<file path="src/mbrot_pkg.sv">
// Shared types, constants and helpers for the Mandelbrot escape-time pixel core.
package mbrot_pkg;

    localparam int FRAC_BITS  = 28;
    localparam int MAX_WIDTH  = 4096;
    localparam int MAX_HEIGHT = 4096;

    localparam int PIX_W      = 12;
    localparam int COORD_W    = 32;
    localparam int STEP_W     = 31;
    localparam int ITER_W     = 16;
    localparam int COLOR_W    = 24;
    localparam int CHAN_W     = 8;
    localparam int PROD_W     = 2 * COORD_W;
    localparam int MUL_LANES  = 3;
    localparam int CFG_IDX_W  = 3;
    localparam int CFG_DATA_W = 32;

    localparam int CPROD_W    = PIX_W + STEP_W;
    localparam int CSUM_W     = CPROD_W + 2;

    localparam int DIV_STEPS  = CHAN_W;
    localparam int DIV_CNT_W  = $clog2(DIV_STEPS);
    localparam int DIV_NUM_W  = CHAN_W + ITER_W;
    localparam int DIV_SH_W   = ITER_W + DIV_STEPS - 1;

    localparam logic [PIX_W-1:0] PIX_X_MASK = PIX_W'(MAX_WIDTH - 1);
    localparam logic [PIX_W-1:0] PIX_Y_MASK = PIX_W'(MAX_HEIGHT - 1);

    localparam int ESC_SHIFT = 2 * FRAC_BITS + 2;
    localparam logic [PROD_W-1:0] ESC_LIMIT =
        (ESC_SHIFT > PROD_W - 1) ? {PROD_W{1'b1}} : (PROD_W'(1) << ESC_SHIFT);

    localparam logic signed [PROD_W-1:0] SAT_MAX = PROD_W'(64'sd2147483647);
    localparam logic signed [PROD_W-1:0] SAT_MIN = -PROD_W'(64'sd2147483648);

    localparam logic [CFG_IDX_W-1:0] CFG_LEFT_EDGE  = 3'd0;
    localparam logic [CFG_IDX_W-1:0] CFG_TOP_EDGE   = 3'd1;
    localparam logic [CFG_IDX_W-1:0] CFG_STEP_X     = 3'd2;
    localparam logic [CFG_IDX_W-1:0] CFG_STEP_Y     = 3'd3;
    localparam logic [CFG_IDX_W-1:0] CFG_MAX_ITER   = 3'd4;
    localparam logic [CFG_IDX_W-1:0] CFG_COLOR_LOW  = 3'd5;
    localparam logic [CFG_IDX_W-1:0] CFG_COLOR_HIGH = 3'd6;

    typedef logic signed [COORD_W-1:0] t_mul_op;
    typedef logic signed [PROD_W-1:0]  t_mul_prod;
    typedef logic [DIV_NUM_W-1:0]      t_div_num;
    typedef logic [CHAN_W-1:0]         t_chan;

    typedef struct packed {
        logic [PIX_W-1:0] pixel_x;
        logic [PIX_W-1:0] pixel_y;
    } t_pixel_in;

    typedef struct packed {
        logic [CHAN_W-1:0] red;
        logic [CHAN_W-1:0] green;
        logic [CHAN_W-1:0] blue;
        logic [ITER_W-1:0] iterations;
        logic              inside_set;
    } t_pixel_out;

    typedef struct packed {
        logic              start;
        logic [ITER_W-1:0] den;
    } t_div_req;

    typedef struct packed {
        logic busy;
        logic done;
    } t_div_rsp;

    function automatic logic signed [COORD_W-1:0] sat32(input logic signed [PROD_W-1:0] v);
        logic signed [COORD_W-1:0] r;
        if (v > SAT_MAX) begin
            r = SAT_MAX[COORD_W-1:0];
        end else if (v < SAT_MIN) begin
            r = SAT_MIN[COORD_W-1:0];
        end else begin
            r = v[COORD_W-1:0];
        end
        return r;
    endfunction

endpackage

</file>
<file path="src/mbrot_div_unit.sv">
// Three-lane restoring divider producing an 8-bit quotient, one bit per cycle.
module mbrot_div_unit
    import mbrot_pkg::*;
(
    input  logic     i_clk,
    input  logic     i_rst_n,
    input  t_div_req i_req,
    input  t_div_num i_num [MUL_LANES],
    output t_div_rsp o_rsp,
    output t_chan    o_quot [MUL_LANES]
);

    logic                 r_busy;
    logic                 r_done;
    logic [DIV_CNT_W-1:0] r_cnt;
    logic [DIV_SH_W-1:0]  r_dsh;
    t_div_num             r_rem  [MUL_LANES];
    t_chan                r_quot [MUL_LANES];

    logic                 ge     [MUL_LANES];

    always_comb begin
        for (int k = 0; k < MUL_LANES; k++) begin
            ge[k] = r_rem[k] >= DIV_NUM_W'(r_dsh);
        end
    end

    always_ff @(posedge i_clk) begin
        if (!i_rst_n) begin
            r_busy <= 1'b0;
            r_done <= 1'b0;
            r_cnt  <= '0;
        end else begin
            r_done <= 1'b0;
            if (i_req.start) begin
                r_busy <= 1'b1;
                r_cnt  <= DIV_CNT_W'(DIV_STEPS - 1);
            end else if (r_busy) begin
                r_cnt <= r_cnt - 1'b1;
                if (r_cnt == '0) begin
                    r_busy <= 1'b0;
                    r_done <= 1'b1;
                end
            end
        end
    end

    always_ff @(posedge i_clk) begin
        if (i_req.start) begin
            r_dsh <= {i_req.den, {(DIV_STEPS-1){1'b0}}};
            for (int k = 0; k < MUL_LANES; k++) begin
                r_rem[k]  <= i_num[k];
                r_quot[k] <= '0;
            end
        end else if (r_busy) begin
            r_dsh <= r_dsh >> 1;
            for (int k = 0; k < MUL_LANES; k++) begin
                if (ge[k]) begin
                    r_rem[k] <= r_rem[k] - DIV_NUM_W'(r_dsh);
                end
                r_quot[k] <= {r_quot[k][CHAN_W-2:0], ge[k]};
            end
        end
    end

    assign o_rsp.busy = r_busy;
    assign o_rsp.done = r_done;
    assign o_quot     = r_quot;

endmodule

</file>
<file path="config.mk">
export PLATFORM = sky130hd
export DESIGN_NAME = mbrot_div_unit
export DESIGN_NICKNAME = d
export VERILOG_FILES = /design/src/mbrot_pkg.sv /design/src/mbrot_div_unit.sv
export SDC_FILE = /design/constraint.sdc
export NUM_CORES = 1
export LEC_CHECK = 0
export BUFFER_PORTS_ARGS = -buffer_cell sky130_fd_sc_hd__clkbuf_2
export CAP_MARGIN = 20
export CORE_MARGIN = 2
export CORE_UTILIZATION = 40
export CTS_BUF_LIST = sky130_fd_sc_hd__clkbuf_2
export CTS_CLUSTER_DIAMETER = 150
export DETAILED_ROUTE_END_ITERATION = 10
export PLACE_DENSITY = 0.61
export SYNTH_ARGS = -nofsm -noshare
export SYNTH_HDL_FRONTEND = slang
export SYNTH_SLANG_ARGS = --single-unit
</file>
<file path="constraint.sdc">
create_clock -name i_clk -period 4 [get_ports i_clk]
set_clock_uncertainty 0.2 [all_clocks]
set_input_delay 0.2 -clock i_clk [delete_from_list [all_inputs] [get_ports i_clk]]
set_output_delay 0.2 -clock i_clk [all_outputs]
set_load 0.02 [all_outputs]
</file>
# Word level (Yosys, flattened, before mapping)
# Memory sizes are Yosys's and may differ from the RTL's.
# Cells that the tools add are included.
# totals
register_bits,52
mem_bits_rw,72
input_bits,91
out_inout_bits,26
elab_cells,49
n_memories,1
# classes
add_sub_neg,4
magnitude_cmp,3
mux,25
bitwise_logic,5
n_reduce_logical,3
# mem_list
name,words,width,rd,rd_ports_with_merged_regs,write_ports,line_no,rtl
r_rem,3,24,3,0,3,mbrot_div_unit.sv:17,t_div_num r_rem [MUL_LANES];
# ops
operator,n
$ge A24 B23 Y1,3
$mux W24,3
$sub A24 B23 Y24,3
$mux W23,2
$mux W1,18
$mux W3,2
$logic_not A3 Y1,1
$or A1 B1 Y1,3
$reduce_or A3 Y1,1
$sub A3 B1 Y3 const B,1
$not A1 Y1,2
$reduce_bool A2 Y1,1

# Depth between registers and ports, before layout
# Gate-level depths: netlist (run 1).
# logic_depth
word_depth,6
depth_mapped,13
ltp_nobuf,11

# Worst setup path before layout (run 1)
# No wires, ideal clock.
# synth_timing
path_kind,register -> register
from,register r_dsh[0]
to,"memory r_rem[0][24] (netlist name), enable pin"
setup_ns,0.384
arrival_ns,2.994
required_time_ns,3.416
slack_ns,0.421
stages_incl_launch_ff,12
path_buffers,1
period_less_slack_ns,3.579
path_cell_list,dfxtp_1 > ha_1 > fa_1 > nor2b_1 > o31a_1 > nor3_1 > o31ai_1 > a21o_1 > o21a_1 > clkbuf_1 > a21oi_1 > nand2b_1
# synth_rtl
element,line_no,rtl
"start, declared",mbrot_div_unit.sv:16,logic [DIV_SH_W-1:0] r_dsh;
"start signal, assigned",mbrot_div_unit.sv:50,"r_dsh <= {i_req.den, {(DIV_STEPS-1){1'b0}}};"
"start signal, assigned",mbrot_div_unit.sv:56,r_dsh <= r_dsh >> 1;
"end, declared",mbrot_div_unit.sv:17,

==> results of run 1 <==
-- sequential cells by signal, indices dropped and copies added (netlist names) --
name    count
r_busy      1
o_quot     24
r_done      1
r_cnt       3
r_dsh      23
r_rem      72
-- worst register-to-register path: stages (launching register included) --
cell and delay [ns]:
dfxtp_1 0.40, inv_1 0.09, ha_1 0.38, a21o_1 0.20, or3_1 0.32, o211a_1 0.27
a2111oi_4 0.40, o21ai_1 0.14, o211a_2 0.16, or3_4 0.40, buf_12 0.20, mux2_4 0.32
-- power groups by stage --
stage	Sequential (mW)	Combinational, mW	Clock, mW
CTS	1.70	2.47	0.959
global route	1.72	2.75	1.01
floorplan	1.70	1.88	0
detailed placement	1.72	2.38	0
finish	1.70	2.50	0.935
global placement	1.73	2.35	0
-- placed cells by master (no fill, tap or decap), types with 11 or more instances in the layout --
cell and instances:
a21oi_1 63, inv_1 48, a21o_1 25, nand3_1 20, nor2_1 72, xnor2_1 42, nand2_1 27, nand2b_1 15
xor2_1 11, clkbuf_2 135, a22o_1 14, mux2i_1 32, dfxtp_1 35, o21ai_0 35, nor3_1 12, nor2b_1 12
mux2_4 58, buf_4 13, dlygate4sd3_1 94, ha_1 71, edfxtp_1 88, o21a_1 21
-- cells by family (layout without fill, tap and decap cells) --
| family | count (synthesis) | count (layout) | synth area share (%) |
|---|---|---|---|
| xor+xnor | 53 | 53 | 5.13 |
| flops | 124 | 124 | 37.1 |
| buf+inv | 84 | 307 | 4.16 |
| other cells | 0 | 1 | 0 |
| fa+ha+maj | 74 | 74 | 10.5 |
| compound gates | 233 | 233 | 17.5 |
| simple gates | 218 | 218 | 12.2 |
| mux | 92 | 92 | 13.4 |
-- synthesized netlist by cell type, types with 20 or more instances --
library cell	count
edfxtp_1	88
nand3_1	20
clkbuf_1	22
nand2_1	27
dfxtp_1	36
mux2_4	58
o21ai_0	35
a21o_1	25
xnor2_1	42
a21oi_1	63
inv_1	48
nor2_1	72
mux2i_1	32
o21a_1	21
ha_1	71
-- layer usage --
layer / up-vias / global-route usage [%]
met5: - / 0
met4: 0 / 5.73
met3: 28 / 3.47
met2: 211 / 34.1
met1: 3517 / 28.2
li1: 3707 / -
-- final cells by class --
cell class / instances / area (µm²)
Fill cell: 2095 / 11200
Inverter: 48 / 180
Sequential cell: 124 / 3360
Antenna cell: 1 / 2.50
Clock inverter: 13 / 173
Timing Repair Buffer: 227 / 1700
Tap cell: 285 / 357
Multi-Input combinational cell: 670 / 5320
Clock buffer: 19 / 95.1
-- timing repair --
item,CTS,global route
endpoints found under the setup margin,0,43
hold endpoints to repair,123,0
hold buffers,94,0
buffers inserted,0,2
-- path summary, 6_finish.rpt --
kind / to / cells after the start / from / slack (ns)
max: r_rem[0][27]$_DFFE_PP_ / 11 / r_dsh[5]$_SDFFE_PP0P_ / 0.28
min: r_rem[0][66]$_DFFE_PP_ / 3 / i_num[18] / 0.1
max reg2reg: r_rem[0][27]$_DFFE_PP_ / 11 / r_dsh[5]$_SDFFE_PP0P_ / 0.28
min reg2reg: o_quot[8]$_SDFFE_PP0P_ / 2 / o_quot[8]$_SDFFE_PP0P_ / 0.28
==> flow_summary_export.csv, run 1 <==
group,metric,value,unit
status,outcome,"complete, no violations",
grt,grt_overflow,0,
floorplanning,die_y,154,µm
worst_setup_path,crit_type,"register to register",
sta,worst_slew_pin_slew,0.791,ns
logic_synthesis,synth_top_area_share,29.2,%
pwr,seqPwrFrac,33.1,%
flow_run,max-cap-violations,0,
sta,hold_viol,0,
finish,drive_above_1_share,21.7,%
worst_setup_path,critPathRequiredTime,4.27,ns
drt,num_vias,7463,
logic_synthesis,syn_inst,878,
grt,grt_usage,20.7,%
place,placed_area,9960,µm²
place,place_congestion,0.893,
drt,drt-total-wl,24.5,mm
sta,slew_headroom,47.2,%
finish,instances_no_fill,1387,
worst_setup_path,cp-end-kind,"register",
worst_setup_path,cp_max_fo,21,
logic_synthesis,async_reset_ff_share,0,%
sta,fin_crit,3.72,ns
worst_setup_path,cp-start-kind,"register",
logic_synthesis,synth_fp_nets,1043,
sta,fmax,0.269,GHz
logic_synthesis,seq_area_frac_synth,37.1,%
logic_synthesis,ys_ff_latch,124,
worst_setup_path,critPathBufInv,2,
grt,grt_max_degree,56,
floorplanning,io_pins,117,
worst_setup_path,cp_top_family,"compound AO/OA/AOI/OAI gates",
clock_network,root_buffer,"clkbuf_2",
logic_synthesis,avgSynthCellArea,10.3,µm²
grt,antenna_found_initial,1,
drt,route.detailed.drc,0,
pwr,internal_power,3.22,mW
sta,grt_setup_unrepaired,"no",
clock_network,clockBufferDepth,2,
pwr,clockPowerShare,18.2,%
logic_synthesis,netlist_top_cells_area,"edfxtp_1 29%, ha_1 9.8%, mux2_4 9.6%, dfxtp_1 8.0%, xnor2_1 4.1%",
pwr,ir_worst_vdd,0.000222,V
clock_network,numCtsBuffers,17,
finish,synthToLayoutAreaGrowth,23.6,%
worst_setup_path,crit_chain,"inv_1, ha_1, a21o_1, or3_1, o211a_1, a2111oi_4, o21ai_1, o211a_2, or3_4, buf_12, mux2_4",
drt,wire_per_inst,17.7,µm
pwr,netSwitchingFraction,37.3,%
sta,fin_tns_setup,0,ns
logic_synthesis,synth_cell_types,61,
place,dp_hpwl,17.6,mm
clock_network,htreeDepth,4,
grt,grt_pass1_vias,7259,
sta,period_share,93.0,%
pwr,power_leakage,4.80,nW
worst_setup_path,critPathMaxStageDelay,0.40,ns
clock_network,clock_latency,0.72,ns
drt,wl_met3,1.19,mm
sta,hold_slack,0.0963,ns
drt,wl_met2,11.4,mm
drt,first_iter_violations,548,
clock_network,cts_tree,"done",
logic_synthesis,ys_warn_count,0,
logic_synthesis,yosys.area.top_type,"edfxtp_1",
pwr,power_density,459,nW/µm²
worst_setup_path,arrival,3.99,ns
floorplanning,initial_core_util,40.4,%
floorplanning,core_area,22400,µm²
sta,drv_slew,0,
floorplanning,num_rows,55,
sta,setup_violations,0,
pwr,p_comb_share,48.7,%
logic_synthesis,ys.flop_type,"edfxtp_1",
drt,postRouteAntennaNets,0,
drt,highest_layer,"met4",
min_path,hold_path_class,"input port to register",
floorplanning,fp.dieW,154,µm
place,port_buffers,116,
place,dp.cells,1258,
clock_network,path_clk_slew,0.22,ns
pwr,p_switching,1.92,mW
finish,fin_nets,1253,
finish,final_util,49.9,%
grt,grt_pass1_wl,38.3,mm
clock_network,clock_sinks,124,
clock_network,cts_resized,0,
drt,first_pass_iters,5,
floorplanning,fp.dieArea,23900,µm²
drt,met1Wirelength,11.5,mm
pwr,p_total,5.13,mW
place,dpl_worst_slack,0.203,ns
worst_setup_path,slowest_stage,"dfxtp_1",
sta,setup_slack,0.281,ns
logic_synthesis,synthesis.area,9050,µm²
logic_synthesis,synth_edf_count,88,
drt,viasPerCell,5.38,
finish,fin_area,11200,µm²
Power figures use the tool's default switching activity.
==> inputs of run 2 (changes only) <==
RECOVER_POWER = 100   (was unset)
SETUP_SLACK_MARGIN = 0.15   (was unset)
==> flow_summary_export.csv, run 2 (synthesis results as in run 1) <==
group,metric,value,unit
status,outcome,"finished, violations left",
status,violations,"capacitance limit, slew limit",
floorplanning,io_pins,117,
finish,multiInputGateArea,5110,µm²
grt,grt_usage,20.7,%
drt,drt-total-wl,24.6,mm
finish,regArea,3360,µm²
min_path,hold_path_depth,3,
finish,largest_reg_flops,72,
sta,slew_headroom,-63.5,%
worst_setup_path,critPathRequiredTime,4.26,ns
grt,grt_pass1_wl,38.3,mm
sta,fin_tns_setup,0,ns
worst_setup_path,timing.rr.end,"r_rem[0][18]$_DFFE_PP_",
worst_setup_path,cp-end-kind,"register",
sta,fmax,0.267,GHz
place,dpl_worst_slack,0.203,ns
clock_network,cts_tree,"done",
place,placed_area,9960,µm²
clock_network,path_clk_slew,0.22,ns
finish,layout_common_cells,"111 x clkbuf_2, 94 x dlygate4sd3_1, 88 x edfxtp_1",
clock_network,numCtsBuffers,17,
worst_setup_path,cp_max_fo,4,
place,place_congestion,0.893,
clock_network,root_buffer,"clkbuf_2",
finish,mostFrequentLayoutCell,"clkbuf_2",
drt,num_vias,7502,
place,dp_hpwl,17.6,mm
pwr,ir_worst_vdd,0.000220,V
sta,hold_viol,0,
clock_network,clock_latency,0.72,ns
finish,drive_above_1_share,14.0,%
grt,antenna_found_initial,1,
clock_network,clock_sinks,124,
drt,route.detailed.drc,0,
floorplanning,fp.dieArea,23900,µm²
floorplanning,initial_core_util,40.4,%
floorplanning,core_area,22400,µm²
drt,viasPerCell,5.41,
flow_run,max-cap-violations,1,
worst_setup_path,reg2reg_from,"r_dsh[5]$_SDFFE_PP0P_",
sta,worst_slew_pin_slew,2.45,ns
grt,grt_pass1_vias,7259,
worst_setup_path,crit_type,"register to register",
sta,drv_slew,56,
finish,largest-register,"r_rem",
worst_setup_path,arrival,4.01,ns
worst_setup_path,cp-start-kind,"register",
worst_setup_path,critPathMaxStageDelay,0.65,ns
clock_network,clockBufferDepth,2,
floorplanning,fp.dieW,154,µm
sta,setup_violations,0,
sta,setup_slack,0.254,ns
worst_setup_path,r2r_slack,0.25,ns
pwr,power_leakage,4.50,nW
worst_setup_path,r2r_cells,11,
worst_setup_path,slowest_stage,"or4b_2",
sta,grt_setup_unrepaired,"no",
finish,fin_area,10900,µm²
finish,fillerInstances,2162,
place,port_buffers,116,
worst_setup_path,crit_chain,"inv_1, ha_1, and2_0, a22o_1, or4b_2, a31oi_1, buf_4, nor2_1, o41ai_1, xnor2_1, mux2_1",
grt,grt_max_degree,56,
finish,synthToLayoutAreaGrowth,20.7,%
floorplanning,die_y,154,µm
grt,grt_overflow,0,
drt,first_pass_iters,8,
finish,fin_nets,1253,
min_path,holdPathEnd,"r_rem[0][66]$_DFFE_PP_",
sta,period_share,93.7,%
sta,fin_crit,3.75,ns
drt,wire_per_inst,17.7,µm
drt,postRouteAntennaNets,0,
min_path,min_from,"i_num[18]",
floorplanning,num_rows,55,
pwr,power_density,456,nW/µm²
clock_network,htreeDepth,4,
min_path,hold_path_class,"input port to register",
drt,first_iter_violations,506,
run 2: cell count changes in the layout (fill, tap and decap cells not counted), moves of 5 or more:
| cell | delta |
|---|---|
| mux2_1 | +57 |
| mux2_4 | -57 |
| clkbuf_2 | -24 |
| buf_4 | -5 |
| clkbuf_1 | +28 |
run 2: worst max-delay path by stage:
stage / from / end / slack [ns]
finish: r_dsh[5]$_SDFFE_PP0P_ / r_rem[0][18]$_DFFE_PP_ / 0.25
global route: r_dsh[5]$_SDFFE_PP0P_ / r_rem[0][50]$_DFFE_PP_ / 0.10
CTS: r_dsh[5]$_SDFFE_PP0P_ / r_rem[0][50]$_DFFE_PP_ / 0.17
detailed placement: r_dsh[5]$_SDFFE_PP0P_ / r_rem[0][35]$_DFFE_PP_ / 0.20
global placement: r_dsh[5]$_SDFFE_PP0P_ / r_rem[0][47]$_DFFE_PP_ / 0.25
floorplan: r_dsh[0]$_SDFFE_PP0P_ / r_rem[0][24]$_DFFE_PP_ / 0.42
run 2: layout make-up:
cell class / count / area share [%]
antenna: 1 / 0.0229
clock buffer: 19 / 0.870
clock inverter: 13 / 1.58
inverter: 48 / 1.65
multi-input combinational: 670 / 46.7
sequential: 124 / 30.8
tap: 285 / 3.26
timing repair buffer: 227 / 15.1
run 2: critical path: cells and delay by family (launching register included):
family	cells	cell delay (ns)
flip-flops	1	0.40
adder cells (fa/ha/maj)	1	0.37
buffers and inverters	2	0.26
AND/OR/NAND/NOR	3	0.92
multiplexers	1	0.31
AO/OA/AOI/OAI	3	0.86
XOR/XNOR	1	0.15
run 2: metrics by stage:
step           cells  hold WS, ns  utilization [%]  total power [mW]
3_5_place_dp    1258        0.264             44.4              4.11
2_1_floorplan    878        0.118                -              3.58
3_3_place_gp    1258        0.265             44.4              4.08
6_report        1387       0.0861             48.7              4.98
4_1_cts         1384       0.0161             49.8              5.13
5_1_grt         1387     0.000854             48.7              5.32
run 2: metal layers:
layer	routed length [µm]	share of wire [%]	track usage, %	up-vias
met3	1060	4.3	3.47	21
met5	0	0	0	-
li1	-	-	-	3715
met4	335	1.4	5.73	0
met1	11700	48	28.2	3578
met2	11500	47	34.1	188
run 2: power breakdown:
part           total, mW  internal, mW  switching [mW]
Clock              0.937         0.411           0.526
Sequential          1.70          1.62          0.0808
Combinational       2.34          1.06            1.29
run 2: repair_timing:
item | CTS | global route
pin swaps | 1 | 2
endpoints found under the setup margin | 10 | 53
hold endpoints to repair | 123 | 0
setup buffers | 0 | 2
hold buffers | 94 | 0
gates resized for setup | 0 | 2
